==> src/rtl/cbq_pkg.sv <==
package cbq_pkg;

  // Stream and register widths.
  localparam int unsigned SAMPLE_W     = 16;
  localparam int unsigned CFG_IDX_W    = 2;
  localparam int unsigned CFG_DATA_W   = 54;
  localparam int unsigned NUM_CFG_REGS = 3;

  // Coefficient fields inside one section register, each signed Q2.16.
  localparam int unsigned COEF_W   = 18;
  localparam int unsigned G_LSB    = 36;
  localparam int unsigned A1_LSB   = 18;
  localparam int unsigned A2_LSB   = 0;

  // Internal sample format: signed 40 bits with 16 fraction bits.
  localparam int unsigned DATA_W   = 40;
  localparam int unsigned FRAC_W   = 16;
  localparam int unsigned HALF_W   = 20;
  localparam int unsigned MOP_W    = HALF_W + 1;
  localparam int unsigned PROD_W   = COEF_W + MOP_W;
  localparam int unsigned ACC_W    = DATA_W + FRAC_W;

  localparam int unsigned SECTION_COUNT_DEF = 3;
  localparam int unsigned STEP_W            = 4;

  localparam logic [CFG_DATA_W-1:0] COEF_RESET [NUM_CFG_REGS] = '{
    54'd126001890252332,
    54'd110406241917924,
    54'd103054991720546
  };

  typedef enum logic [1:0] {
    COEF_G  = 2'd0,
    COEF_A1 = 2'd1,
    COEF_A2 = 2'd2
  } coef_sel_e;

  typedef enum logic [1:0] {
    OPND_X  = 2'd0,
    OPND_Y1 = 2'd1,
    OPND_Y2 = 2'd2
  } opnd_sel_e;

  typedef enum logic [2:0] {
    ACC_NONE = 3'd0,
    ACC_LOAD = 3'd1,
    ACC_ADD  = 3'd2,
    ACC_SUB  = 3'd3,
    ACC_NUM  = 3'd4
  } acc_op_e;

  typedef struct packed {
    logic      load_x;
    coef_sel_e coef_sel;
    opnd_sel_e opnd_sel;
    logic      mul_hi;
    acc_op_e   acc_op;
    logic      acc_sh;
    logic      s_load;
    logic      hist_update;
    logic      out_load;
  } dp_cmd_t;

endpackage

==> src/rtl/cascaded_biquad_lowpass.sv <==
// Cascaded low-pass filter: SECTION_COUNT second-order IIR sections in
// direct form I, computed in fixed point on one shared 18 x 21 multiplier.
// Samples enter on the s_axis channel, one unsigned 16-bit sample per beat,
// and leave on the m_axis channel with the saturated result in tdata and a
// clip flag in tuser. The cfg channel writes the per-section coefficient
// registers (gain, a1, a2, each signed Q2.16); it is always ready and must
// only be used while no sample is in flight.
// Each section runs these steps on the multiplier and accumulator: two
// half-width products for the gain and one more to add in the upper one,
// a rounding step, two each for a1 and a2, one to subtract the last a2
// product, and a history update. A sample runs through every section in
// turn before its result is loaded into the output register, and a new
// sample is accepted only after the previous one has left its last section.
// The output register holds a finished result while the next sample is
// already accepted and filtered. If the receiver stalls, the block finishes
// the next sample and then waits with s_axis_tready low until the output
// register frees up. Reset clears all filter history, loads the default
// coefficients and leaves both streams empty.
module cascaded_biquad_lowpass #(
  parameter int unsigned SECTION_COUNT = cbq_pkg::SECTION_COUNT_DEF
) (
  input  logic                             clk_i,
  input  logic                             rst_ni,
  // Input stream; tdata: sample_in[15:0].
  input  logic                             s_axis_tvalid,
  output logic                             s_axis_tready,
  input  logic [cbq_pkg::SAMPLE_W-1:0]     s_axis_tdata,
  // Output stream; tdata: sample_out[15:0]; tuser: clipped[0].
  output logic                             m_axis_tvalid,
  input  logic                             m_axis_tready,
  output logic [cbq_pkg::SAMPLE_W-1:0]     m_axis_tdata,
  output logic [0:0]                       m_axis_tuser,
  // Coefficient register writes.
  input  logic                             cfg_valid_i,
  output logic                             cfg_ready_o,
  input  logic [cbq_pkg::CFG_IDX_W-1:0]    cfg_index_i,
  input  logic [cbq_pkg::CFG_DATA_W-1:0]   cfg_data_i
);
  import cbq_pkg::*;

  localparam int unsigned SecW = (SECTION_COUNT > 1) ? $clog2(SECTION_COUNT) : 1;

  dp_cmd_t         cmd;
  logic [SecW-1:0] sec;
  logic            cfg_we;

  // Registers accept a write in any cycle.
  assign cfg_ready_o = 1'b1;
  assign cfg_we      = cfg_valid_i && cfg_ready_o;

  cbq_ctrl #(
    .SECTION_COUNT(SECTION_COUNT),
    .SecW         (SecW)
  ) u_ctrl (
    .clk_i      (clk_i),
    .rst_ni     (rst_ni),
    .in_valid_i (s_axis_tvalid),
    .in_ready_o (s_axis_tready),
    .out_valid_o(m_axis_tvalid),
    .out_ready_i(m_axis_tready),
    .cmd_o      (cmd),
    .sec_o      (sec)
  );

  cbq_datapath #(
    .SECTION_COUNT(SECTION_COUNT),
    .SecW         (SecW)
  ) u_datapath (
    .clk_i      (clk_i),
    .rst_ni     (rst_ni),
    .cmd_i      (cmd),
    .sec_i      (sec),
    .cfg_we_i   (cfg_we),
    .cfg_index_i(cfg_index_i),
    .cfg_data_i (cfg_data_i),
    .sample_i   (s_axis_tdata),
    .sample_o   (m_axis_tdata),
    .clipped_o  (m_axis_tuser[0])
  );

  // A clipped result is always pinned to one of the two rails.
  assert property (@(posedge clk_i) disable iff (!rst_ni)
    (m_axis_tvalid && m_axis_tuser[0]) |->
      ((m_axis_tdata == '0) || (m_axis_tdata == '1)))
    else $error("clipped result is not saturated");

  // A freshly accepted sample cannot produce a result on the next cycle.
  assert property (@(posedge clk_i) disable iff (!rst_ni)
    (s_axis_tvalid && s_axis_tready) |=> !cmd.out_load)
    else $error("result loaded right after a sample was accepted");

  // The section counter never walks past the last section.
  assert property (@(posedge clk_i) disable iff (!rst_ni)
    sec <= SecW'(SECTION_COUNT - 1))
    else $error("section index out of range");

  // History is only updated while a sample is being filtered.
  assert property (@(posedge clk_i) disable iff (!rst_ni)
    cmd.hist_update |-> !s_axis_tready)
    else $error("history update while idle");

endmodule

==> src/rtl/cbq_ctrl.sv <==
module cbq_ctrl #(
  parameter int unsigned SECTION_COUNT = cbq_pkg::SECTION_COUNT_DEF,
  parameter int unsigned SecW = (SECTION_COUNT > 1) ? $clog2(SECTION_COUNT) : 1
) (
  input  logic             clk_i,
  input  logic             rst_ni,
  input  logic             in_valid_i,
  output logic             in_ready_o,
  output logic             out_valid_o,
  input  logic             out_ready_i,
  output cbq_pkg::dp_cmd_t cmd_o,
  output logic [SecW-1:0]  sec_o
);
  import cbq_pkg::*;

  localparam logic [1:0] StIdle   = 2'd0;
  localparam logic [1:0] StRun    = 2'd1;
  localparam logic [1:0] StFinish = 2'd2;

  localparam logic [STEP_W-1:0] StepGLo  = 4'd0;
  localparam logic [STEP_W-1:0] StepGHi  = 4'd1;
  localparam logic [STEP_W-1:0] StepGAdd = 4'd2;
  localparam logic [STEP_W-1:0] StepRndS = 4'd3;
  localparam logic [STEP_W-1:0] StepA1Lo = 4'd4;
  localparam logic [STEP_W-1:0] StepA1Hi = 4'd5;
  localparam logic [STEP_W-1:0] StepA2Lo = 4'd6;
  localparam logic [STEP_W-1:0] StepA2Hi = 4'd7;
  localparam logic [STEP_W-1:0] StepLast = 4'd8;
  localparam logic [STEP_W-1:0] StepHist = 4'd9;

  localparam logic [SecW-1:0] LastSec = SecW'(SECTION_COUNT - 1);

  logic [1:0]        state_q, state_d;
  logic [STEP_W-1:0] step_q, step_d;
  logic [SecW-1:0]   sec_q, sec_d;
  logic              out_valid_q, out_valid_d;
  logic              out_free;
  logic              accept;

  assign out_free    = !out_valid_q || out_ready_i;
  assign in_ready_o  = (state_q == StIdle) || ((state_q == StFinish) && out_free);
  assign accept      = in_valid_i && in_ready_o;
  assign out_valid_o = out_valid_q;
  assign sec_o       = sec_q;

  always_comb begin
    state_d     = state_q;
    step_d      = step_q;
    sec_d       = sec_q;
    out_valid_d = out_valid_q && !out_ready_i;
    cmd_o       = '0;

    unique case (state_q)
      StIdle: begin
        if (accept) begin
          cmd_o.load_x = 1'b1;
          state_d      = StRun;
          step_d       = StepGLo;
          sec_d        = '0;
        end
      end
      StRun: begin
        step_d = step_q + STEP_W'(1);
        unique case (step_q)
          StepGLo: begin
            cmd_o.coef_sel = COEF_G;
            cmd_o.opnd_sel = OPND_X;
          end
          StepGHi: begin
            cmd_o.coef_sel = COEF_G;
            cmd_o.opnd_sel = OPND_X;
            cmd_o.mul_hi   = 1'b1;
            cmd_o.acc_op   = ACC_LOAD;
          end
          StepGAdd: begin
            cmd_o.acc_op = ACC_ADD;
            cmd_o.acc_sh = 1'b1;
          end
          StepRndS: begin
            cmd_o.s_load = 1'b1;
          end
          StepA1Lo: begin
            cmd_o.coef_sel = COEF_A1;
            cmd_o.opnd_sel = OPND_Y1;
            cmd_o.acc_op   = ACC_NUM;
          end
          StepA1Hi: begin
            cmd_o.coef_sel = COEF_A1;
            cmd_o.opnd_sel = OPND_Y1;
            cmd_o.mul_hi   = 1'b1;
            cmd_o.acc_op   = ACC_SUB;
          end
          StepA2Lo: begin
            cmd_o.coef_sel = COEF_A2;
            cmd_o.opnd_sel = OPND_Y2;
            cmd_o.acc_op   = ACC_SUB;
            cmd_o.acc_sh   = 1'b1;
          end
          StepA2Hi: begin
            cmd_o.coef_sel = COEF_A2;
            cmd_o.opnd_sel = OPND_Y2;
            cmd_o.mul_hi   = 1'b1;
            cmd_o.acc_op   = ACC_SUB;
          end
          StepLast: begin
            cmd_o.acc_op = ACC_SUB;
            cmd_o.acc_sh = 1'b1;
          end
          StepHist: begin
            cmd_o.hist_update = 1'b1;
            step_d            = StepGLo;
            if (sec_q == LastSec) begin
              state_d = StFinish;
            end else begin
              sec_d = sec_q + SecW'(1);
            end
          end
          default: begin
            step_d  = StepGLo;
            state_d = StIdle;
          end
        endcase
      end
      StFinish: begin
        if (out_free) begin
          cmd_o.out_load = 1'b1;
          out_valid_d    = 1'b1;
          if (accept) begin
            cmd_o.load_x = 1'b1;
            state_d      = StRun;
            step_d       = StepGLo;
            sec_d        = '0;
          end else begin
            state_d = StIdle;
          end
        end
      end
      default: begin
        state_d = StIdle;
      end
    endcase
  end

  always_ff @(posedge clk_i or negedge rst_ni) begin
    if (!rst_ni) begin
      state_q     <= StIdle;
      step_q      <= StepGLo;
      sec_q       <= '0;
      out_valid_q <= 1'b0;
    end else begin
      state_q     <= state_d;
      step_q      <= step_d;
      sec_q       <= sec_d;
      out_valid_q <= out_valid_d;
    end
  end

endmodule

==> src/rtl/cbq_datapath.sv <==
module cbq_datapath #(
  parameter int unsigned SECTION_COUNT = cbq_pkg::SECTION_COUNT_DEF,
  parameter int unsigned SecW = (SECTION_COUNT > 1) ? $clog2(SECTION_COUNT) : 1
) (
  input  logic                             clk_i,
  input  logic                             rst_ni,
  input  cbq_pkg::dp_cmd_t                 cmd_i,
  input  logic [SecW-1:0]                  sec_i,
  input  logic                             cfg_we_i,
  input  logic [cbq_pkg::CFG_IDX_W-1:0]    cfg_index_i,
  input  logic [cbq_pkg::CFG_DATA_W-1:0]   cfg_data_i,
  input  logic [cbq_pkg::SAMPLE_W-1:0]     sample_i,
  output logic [cbq_pkg::SAMPLE_W-1:0]     sample_o,
  output logic                             clipped_o
);
  import cbq_pkg::*;

  logic [CFG_DATA_W-1:0] coef_q [SECTION_COUNT];
  logic [DATA_W-1:0]     s1_q [SECTION_COUNT];
  logic [DATA_W-1:0]     s2_q [SECTION_COUNT];
  logic [DATA_W-1:0]     y1_q [SECTION_COUNT];
  logic [DATA_W-1:0]     y2_q [SECTION_COUNT];

  logic [DATA_W-1:0]     x_q, s_q;
  logic [ACC_W-1:0]      acc_q;
  logic signed [PROD_W-1:0] prod_q;
  logic [SAMPLE_W-1:0]   sample_q;
  logic                  clipped_q;

  logic [CFG_DATA_W-1:0] coef_cur;
  logic signed [COEF_W-1:0] mul_a;
  logic signed [MOP_W-1:0]  mul_b;
  logic [DATA_W-1:0]     opnd;
  logic signed [PROD_W-1:0] prod_d;
  logic [ACC_W-1:0]      prod_ext, addend;
  logic [ACC_W-1:0]      rnd_sum;
  logic [DATA_W-1:0]     rnd;
  logic [DATA_W-1:0]     num;
  logic [SAMPLE_W-1:0]   sat_sample;
  logic                  sat_clip;

  // Coefficient registers: the first sections are writable, any extra ones
  // repeat the reset values of the first three and stay fixed.
  for (genvar i = 0; i < SECTION_COUNT; i++) begin : g_sec
    if (i < NUM_CFG_REGS) begin : g_wr
      always_ff @(posedge clk_i or negedge rst_ni) begin
        if (!rst_ni) begin
          coef_q[i] <= COEF_RESET[i];
        end else if (cfg_we_i && (cfg_index_i == CFG_IDX_W'(i))) begin
          coef_q[i] <= cfg_data_i;
        end
      end
    end else begin : g_fixed
      always_ff @(posedge clk_i or negedge rst_ni) begin
        if (!rst_ni) begin
          coef_q[i] <= COEF_RESET[i % NUM_CFG_REGS];
        end
      end
    end

    always_ff @(posedge clk_i or negedge rst_ni) begin
      if (!rst_ni) begin
        s1_q[i] <= '0;
        s2_q[i] <= '0;
        y1_q[i] <= '0;
        y2_q[i] <= '0;
      end else if (cmd_i.hist_update && (sec_i == SecW'(i))) begin
        s2_q[i] <= s1_q[i];
        s1_q[i] <= s_q;
        y2_q[i] <= y1_q[i];
        y1_q[i] <= rnd;
      end
    end
  end

  assign coef_cur = coef_q[sec_i];

  always_comb begin
    case (cmd_i.coef_sel)
      COEF_G:  mul_a = coef_cur[G_LSB  +: COEF_W];
      COEF_A1: mul_a = coef_cur[A1_LSB +: COEF_W];
      default: mul_a = coef_cur[A2_LSB +: COEF_W];
    endcase
    case (cmd_i.opnd_sel)
      OPND_X:  opnd = x_q;
      OPND_Y1: opnd = y1_q[sec_i];
      default: opnd = y2_q[sec_i];
    endcase
  end

  // The 40-bit operand is multiplied in two halves: an unsigned low half
  // and a signed high half weighted by 2^20.
  assign mul_b  = cmd_i.mul_hi ? {opnd[DATA_W-1], opnd[DATA_W-1 -: HALF_W]}
                               : {1'b0, opnd[HALF_W-1:0]};
  assign prod_d = mul_a * mul_b;

  assign prod_ext = {{(ACC_W-PROD_W){prod_q[PROD_W-1]}}, prod_q};
  assign addend   = cmd_i.acc_sh ? {prod_ext[ACC_W-HALF_W-1:0], {HALF_W{1'b0}}} : prod_ext;

  // Round half up, floor shift by the fraction width, wrap to 40 bits.
  assign rnd_sum = acc_q + (ACC_W'(1) << (FRAC_W - 1));
  assign rnd     = rnd_sum[ACC_W-1:FRAC_W];

  assign num = s_q + {s1_q[sec_i][DATA_W-2:0], 1'b0} + s2_q[sec_i];

  always_comb begin
    if (x_q[DATA_W-1]) begin
      sat_sample = '0;
      sat_clip   = 1'b1;
    end else if (x_q[DATA_W-2:FRAC_W+SAMPLE_W] != '0) begin
      sat_sample = '1;
      sat_clip   = 1'b1;
    end else begin
      sat_sample = x_q[FRAC_W +: SAMPLE_W];
      sat_clip   = 1'b0;
    end
  end

  always_ff @(posedge clk_i) begin
    prod_q <= prod_d;
    case (cmd_i.acc_op)
      ACC_LOAD: acc_q <= addend;
      ACC_ADD:  acc_q <= acc_q + addend;
      ACC_SUB:  acc_q <= acc_q - addend;
      ACC_NUM:  acc_q <= {num, {FRAC_W{1'b0}}};
      default:  acc_q <= acc_q;
    endcase
    if (cmd_i.s_load) begin
      s_q <= rnd;
    end
    if (cmd_i.load_x) begin
      x_q <= {{(DATA_W-SAMPLE_W-FRAC_W){1'b0}}, sample_i, {FRAC_W{1'b0}}};
    end else if (cmd_i.hist_update) begin
      x_q <= rnd;
    end
    if (cmd_i.out_load) begin
      sample_q  <= sat_sample;
      clipped_q <= sat_clip;
    end
  end

  assign sample_o  = sample_q;
  assign clipped_o = clipped_q;

endmodule

==> config.mk <==
export PLATFORM = sky130hd
export DESIGN_NAME = cascaded_biquad_lowpass
export DESIGN_NICKNAME = d
export VERILOG_FILES = /design/src/rtl/cbq_pkg.sv /design/src/rtl/cascaded_biquad_lowpass.sv /design/src/rtl/cbq_ctrl.sv /design/src/rtl/cbq_datapath.sv
export SDC_FILE = /design/constraint.sdc
export NUM_CORES = 2
export LEC_CHECK = 0
export BUFFER_PORTS_ARGS = -buffer_cell sky130_fd_sc_hd__buf_2
export CAP_MARGIN = 25
export CELL_PAD_IN_SITES_DETAIL_PLACEMENT = 2
export CELL_PAD_IN_SITES_GLOBAL_PLACEMENT = 2
export CORE_MARGIN = 2
export CORE_UTILIZATION = 27
export CTS_CLUSTER_DIAMETER = 100
export CTS_CLUSTER_SIZE = 28
export DETAILED_ROUTE_END_ITERATION = 12
export GPL_ROUTABILITY_DRIVEN = 0
export GPL_TIMING_DRIVEN = 0
export PLACE_DENSITY = 0.67
export SLEW_MARGIN = 5
export SYNTH_ARGS = -nofsm -noshare
export SYNTH_HDL_FRONTEND = slang
export SYNTH_HIERARCHICAL = 1
export SYNTH_SLANG_ARGS = --single-unit
export TNS_END_PERCENT = 50
==> constraint.sdc <==
create_clock -name clk_i -period 8.35 [get_ports clk_i]
set_input_delay 1.67 -clock clk_i [delete_from_list [all_inputs] [get_ports clk_i]]
set_output_delay 1.67 -clock clk_i [all_outputs]
set_load 0.02 [all_outputs]
After elaboration in Yosys (flattened, before gate mapping)
Index checks and enable logic that the tools add are counted.
{ "word_totals": {"ff_bits": 843, "inputBits": 77, "word_cells": 148} }
{ "op_classes": {"addsub": 7, "multipliers": 1, "magnitude_cmp": 1, "eq_ne": 27, "muxes": 53, "bitwise_logic": 1, "n_reduce_logical": 32} }
{ "ops": {"columns": ["operator", "n"], "rows": [
  ["$bmux W40 S2", 4],
  ["$mux W40", 6],
  ["$pmux W56 S4", 1],
  ["$bmux W54 S2", 1],
  ["$mux W54", 2],
  ["$add A40 B40 Y40", 2],
  ["$pmux W40 S2", 1],
  ["$mux W39", 2],
  ["$mux W32", 2],
  ["$add A56 B16 Y56 const B", 1],
  ["$add A56 B56 Y56", 1],
  ["$mux W56", 1],
  ["$sub A56 B56 Y56", 1],
  ["$mul A18 B21 Y39", 1],
  ["$pmux W18 S2", 1],
  ["$mux W21", 1],
  ["$eq A4 B3 Y1 const B", 4],
  ["$mux W16", 1],
  ["$mux W2", 7],
  ["$mux W1", 12],
  ["$mux W4", 3],
  ["$pmux W2 S3", 2],
  ["$pmux W3 S4", 1],
  ["$pmux W4 S3", 1],
  ["34 further kinds", 63]
]} }

Longest topological paths before layout
{ "depth": {"ltp_word": 9, "mapped_depth": 38, "ltp_nobuf": 33} }

Hierarchy
The synthesis kept the hierarchy.
{ "modules_own_cells": {"columns": ["mod", "instances", "cells_each", "area_each_um2", "seq_area_each_um2"], "rows": [
  ["cbq_datapath", 1, 5608, 57466.4, 21286.7],
  ["cbq_ctrl", 1, 80, 685.7, 225.2],
  ["cascaded_biquad_lowpass", 1, 2, 11.3, 0.0]
]} }

Worst setup path after synthesis
Ideal clock, no wire load.
{ "synth_path": {"path_kind": "reg2reg", "startpoint": "register u_ctrl.sec_q[0], in the netlist u_ctrl/sec_o[0]", "endpoint": "register u_datapath.prod_q[38]", "setup_ns": 0.121, "t_arrival_ns": 8.592, "required_time_ns": 8.229, "setup_slack_ns": -0.363, "path_stages_with_launch": 37, "n_path_buf": 7, "period_less_slack_ns": 8.713, "cell_sequence": "dfrtp_1 -> clkbuf_1 -> nor2b_1 -> clkbuf_1 -> clkbuf_1 -> buf_1 -> clkbuf_1 -> nand2_1 -> o211ai_1 -> o21ai_0 -> o21ai_1 -> clkbuf_1 -> nand2_1 -> fa_1 -> inv_1 -> fa_1 -> inv_1 -> fa_1 -> inv_1 -> fa_1 -> fa_1 -> inv_1 -> fa_1 -> inv_1 -> ha_1 -> clkbuf_1 -> a22oi_1 -> nand2_1 -> or3b_2 -> a21oi_1 -> o21a_1 -> o21ai_0 -> or4b_2 -> and3_1 -> nor3_1 -> o21bai_1 -> xnor2_1"} }
{ "synth_via": {"elab_chain_len": 7} }
{ "synth_rtl": {"columns": ["element", "line_no", "source"], "rows": [
  ["start, declared", "cbq_ctrl.sv:35", "logic [SecW-1:0] sec_q, sec_d;"],
  ["start signal, assigned", "cbq_ctrl.sv:148", "sec_q <= '0;"],
  ["start signal, assigned", "cbq_ctrl.sv:153", "sec_q <= sec_d;"],
  ["$not A2 Y3 (implied by the code) (*)", "cbq_datapath.sv:76, cbq_datapath.sv:86, cbq_datapath.sv:87", null],
  ["$bmux W40 S2 (on tied branches)", "cbq_datapath.sv:87, cbq_datapath.sv:86", null],
  ["$mux W40 (on tied branches) (2 in series)", "cbq_datapath.sv:87, cbq_datapath.sv:86", null],
  ["$pmux W40 S2", "cbq_datapath.sv:84", "case (cmd_i.opnd_sel)"],
  ["$mux W21", "cbq_datapath.sv:93", "assign mul_b = cmd_i.mul_hi ? {opnd[DATA_W-1], opnd[DATA_W-1 -: HALF_W]}"],
  ["$mul A18 B21 Y39 (*)", "cbq_datapath.sv:95", "assign prod_d = mul_a * mul_b;"],
  ["named net u_datapath.prod_d[38]", "cbq_datapath.sv:34", "logic signed [PROD_W-1:0] prod_d;"],
  ["end signal, assigned", "cbq_datapath.sv:120", "prod_q <= prod_d;"],
  ["end, declared", "cbq_datapath.sv:26", "logic signed [PROD_W-1:0] prod_q;"]
]} }
Mark *: on every way through the listed nets, which the timed path passes. The rest lies on a longest branch. The select of a mux whose other input is x is not followed.
A chain may end at the register's enable or synchronous reset.

==> run summary <==
outcome: complete, but fails checks
violations in the final reports: negative setup slack
horizontal die dimension: 468 um
Mean Syn Cell Area: 10.2 sq um
Longest Clk Path Bufs: 3
Cell Int Power: 0.0166 W
Final Hold Violating Endpoints: 0
antenna violations before repair: 18
RSZ-0062 raised after global routing: true
number of max-cap violations: 0
origin of the worst setup path: u_ctrl/step_q[3]
count of nets after finishing: 6704
maximum number of pins on one net before global-route repair: 115
number of I/O port buffers: 95
die area: 219000 sq um
launching point of the worst reg2reg path: u_ctrl/step_q[3]
CTS H-tree depth: 2
Max VDD drop: 0.690 mV
number of nets produced by synthesis: 6384
vias per cell: 5.09
crit path time final: 8580 ps
clock-pin slew on the worst setup and hold paths: 120 ps
remaining global-route overflow: 0
layout cells sized above 1: 0.222
XOR/XNOR share of the synthesized area: 0.0309
Detailed Routing Iterations Pass 1: 5
Pleak: 29.7 nW
Remaining DRCs: 0
part of the total power dissipated in the clock network: 0.081
Worst Setup Path Type: flop to flop
Post-Synth Adder-Cell Area: 0.187
Die Y: 468 um
worst-case hold slack: 501 ps
Crit path buffers/inverters: 9
clk sinks: 843
Pins Over Slew Limit: 0
worst hold path startpoint: u_datapath/s1_q[39]
Yosys warning total: 6
share of cell area taken by muxes after synthesis: 0.149
overall global routing resource usage: 0.215
floorplan core area: 214000 sq um
library cell with the largest summed area after synthesis: sky130_fd_sc_hd__dfrtp_1
Post-Synthesis Cells: 5690
combinational family with the most area after synthesis: adder cells
number of enable flip-flop cells after synthesis: 129
Worst setup EP type: flop
CP required: 8900 ps
Synth-to-Final Area Change: 16.9%
top cell type's share of synthesized area: 0.250
power share of the combinational group: 0.748
slew at the pin with the worst max-slew slack: 1180 ps
vias in the first global route: 50600
total half-perimeter wirelength after legalization and detailed placement: 182 mm
PnR worst setup slack: -230 ps
relative max-transition margin: 0.212
first-pass GRT wire length: 353 mm
clock root cell: sky130_fd_sc_hd__clkbuf_16
ys async rst share: 0.772
final setup vio count: 2
Routed WL per cell: 26.7 um
clk_skew: 80.8 ps
Starting Density: 0.271
Compound-Gate Fraction of Synth Area: 0.102
Hold-fix buffers, CTS: 0
reported net switching power: 0.0168 W
most frequently used flop master after synthesis: sky130_fd_sc_hd__dfrtp_1
sequential fraction of the synthesis area: 0.370
sequential cell fraction of total power: 0.170
CP arrival: 9130 ps
cell types with the largest area share after synthesis: sky130_fd_sc_hd__dfrtp_1, sky130_fd_sc_hd__fa_1, sky130_fd_sc_hd__mux2_2
final worst-path cycle share: 1.03
list of most frequent post-synthesis cells: sky130_fd_sc_hd__nand2_1, sky130_fd_sc_hd__dfrtp_1, sky130_fd_sc_hd__inv_1
#FFs+latches synth: 843
simple logic cell fraction of the synthesized area: 0.106
Fmax: 117 MHz
Layout fillers: 23300
Row Count: 170
filler-free cell count of the finished design: 8890
total wire length: 237 mm
maximum cell stage delay along the critical path: 600 ps
CTS tree: done
slowest stage cell, crit path: sky130_fd_sc_hd__fa_2
peak fanout along the critical path: 12
count of distinct cell types in the synthesized netlist: 89
power per unit of standard cell area: 491 nW/um^2
Vias: 45300
class of the tightest hold or removal check: flop to flop
number of clock buffers inserted by TritonCTS: 44
Top-Level Pins: 97
remaining antenna violation count after routing: 0
switching fraction of total power: 0.502
library cell with the highest instance count after synthesis: sky130_fd_sc_hd__nand2_1
final total power: 0.0334 W
Initial DRC Count: 2953
Top Family by Delay on Critical Path: adder cells
dpl cells: 8671
Mapped Area: 58200 sq um
worst-skew pair later-pin latency: 720 ps
type of element launching the critical path: flop
==> cells in the final DEF (no fill, tap or decap), types with 24 or more instances in the layout <==
master and instances:
sky130_fd_sc_hd__nand2_1 656, sky130_fd_sc_hd__dfrtp_1 577, sky130_fd_sc_hd__mux2_2 525, sky130_fd_sc_hd__inv_1 503, sky130_fd_sc_hd__fa_1 392, sky130_fd_sc_hd__o21ai_0 344
sky130_fd_sc_hd__nor2_1 328, sky130_fd_sc_hd__a21oi_1 259, sky130_fd_sc_hd__mux2i_1 228, sky130_fd_sc_hd__clkbuf_1 180, sky130_fd_sc_hd__ha_1 179, sky130_fd_sc_hd__buf_4 130
sky130_fd_sc_hd__edfxtp_1 129, sky130_fd_sc_hd__xnor2_1 112, sky130_fd_sc_hd__buf_2 103, sky130_fd_sc_hd__xor2_1 76, sky130_fd_sc_hd__dfstp_2 69, sky130_fd_sc_hd__clkbuf_16 68
sky130_fd_sc_hd__and2_1 67, sky130_fd_sc_hd__dfxtp_1 63, sky130_fd_sc_hd__nand3_1 59, sky130_fd_sc_hd__a21o_1 55, sky130_fd_sc_hd__nor2b_1 52, sky130_fd_sc_hd__a211oi_1 37
sky130_fd_sc_hd__buf_12 36, sky130_fd_sc_hd__nor3_1 35, sky130_fd_sc_hd__nand2b_1 35, sky130_fd_sc_hd__o211ai_1 35, sky130_fd_sc_hd__buf_8 32, sky130_fd_sc_hd__o21ai_1 31
sky130_fd_sc_hd__buf_6 30, sky130_fd_sc_hd__a21oi_2 28, sky130_fd_sc_hd__o21ai_2 27, sky130_fd_sc_hd__a31oi_1 26, sky130_fd_sc_hd__fa_2 26, sky130_fd_sc_hd__clkbuf_8 24
==> logic make-up (layout without fill, tap and decap cells) <==
| family | Yosys count | after routing |
|---|---|---|
| DFF | 843 | 843 |
| xor gates and xnor gates | 205 | 205 |
| adders and majority gates | 617 | 617 |
| muxes | 778 | 778 |
| other | 1 | 9 |
| buffers and inverters | 850 | 1204 |
| and+or+nand+nor | 1383 | 1383 |
| AOI/OAI and AO/OA | 1013 | 1013 |
==> worst paths after layout <==
path                                          to  slack, ps  cells past startpoint
setup / recovery           u_datapath/prod_q[38]       -230                     33
hold / removal               u_datapath/s2_q[39]        500                      1
setup reg to reg           u_datapath/prod_q[38]       -230                     33
hold reg to reg              u_datapath/s2_q[39]        500                      1
max in group asynchronous  u_datapath/coef_q[16]       5220                      4
min in group asynchronous    u_datapath/s1_q[33]        930                      1
==> worst register-to-register path, delay by kind of cell (launching register included) <==
family / cells / cell delay, ps
compound gates: 7 / 920
xor+xnor: 1 / 210
fa+ha+maj: 7 / 3310
buf+inv: 9 / 1110
flops: 1 / 530
mux: 1 / 500
simple gates: 8 / 1850
==> layout make-up <==
cell class | instances | area, sq um | area share
inverter | 530 | 2000 | 0.0294
clock inverter | 18 | 263 | 0.00386
clock buffer | 62 | 1220 | 0.0180
tap | 2838 | 3550 | 0.0522
buffer | 308 | 2320 | 0.0342
sequential | 843 | 21500 | 0.316
antenna | 8 | 20.0 | 0.000294
timing repair buffer | 286 | 2650 | 0.0390
multi-input combinational | 3997 | 34500 | 0.507
==> metrics by stage <==
step                      area (sq um)  setup TNS (ps)  utilization  setup slack (ps)
after floorplan                  58200               0            -              2.05
after global placement           62200        -5566690        0.290             -9240
after detailed placement         63000          -53070        0.294             -3430
after CTS                        67200            -510        0.313              -234
after global routing             68000           -1130        0.317              -408
final                            68000            -349        0.317              -230
==> state kept, by name, summed over array words and instances, names as in the netlist, 2 cells and up <==
signal               flops
u_ctrl/sec_o             2
u_ctrl/state_q           2
u_ctrl/step_q            4
u_datapath/acc_q        56
u_datapath/coef_q      162
u_datapath/prod_q       39
u_datapath/s1_q        120
u_datapath/s2_q        120
u_datapath/s_q          40
u_datapath/sample_o     16
u_datapath/x_q          40
u_datapath/y1_q        120
u_datapath/y2_q        120
==> metal layers <==
metal,wire length [um],GRT usage,vias up
met5,23,0,-
met4,9270,0.0744,4
met3,9790,0.0203,296
met2,114000,0.362,950
met1,104000,0.288,24300
li1,-,-,19800
==> power groups by stage <==
stage                     Sequential (W)  Combinational, W  Clock, W
final                            0.00569            0.0250   0.00272
after global routing             0.00574            0.0274   0.00294
after CTS                        0.00568            0.0234   0.00281
after detailed placement         0.00575            0.0211         0
after global placement           0.00575            0.0204         0
after floorplan                  0.00542            0.0135         0
==> repair_timing <==
action                                  4_1_cts  5_1_grt
endpoints found under the setup margin       46       17
cloned                                        3        3
gates resized for setup                     512      174
pin swaps                                    45       88
buffers inserted                             93       41
Note: power is estimated with default switching activity, not from simulation.
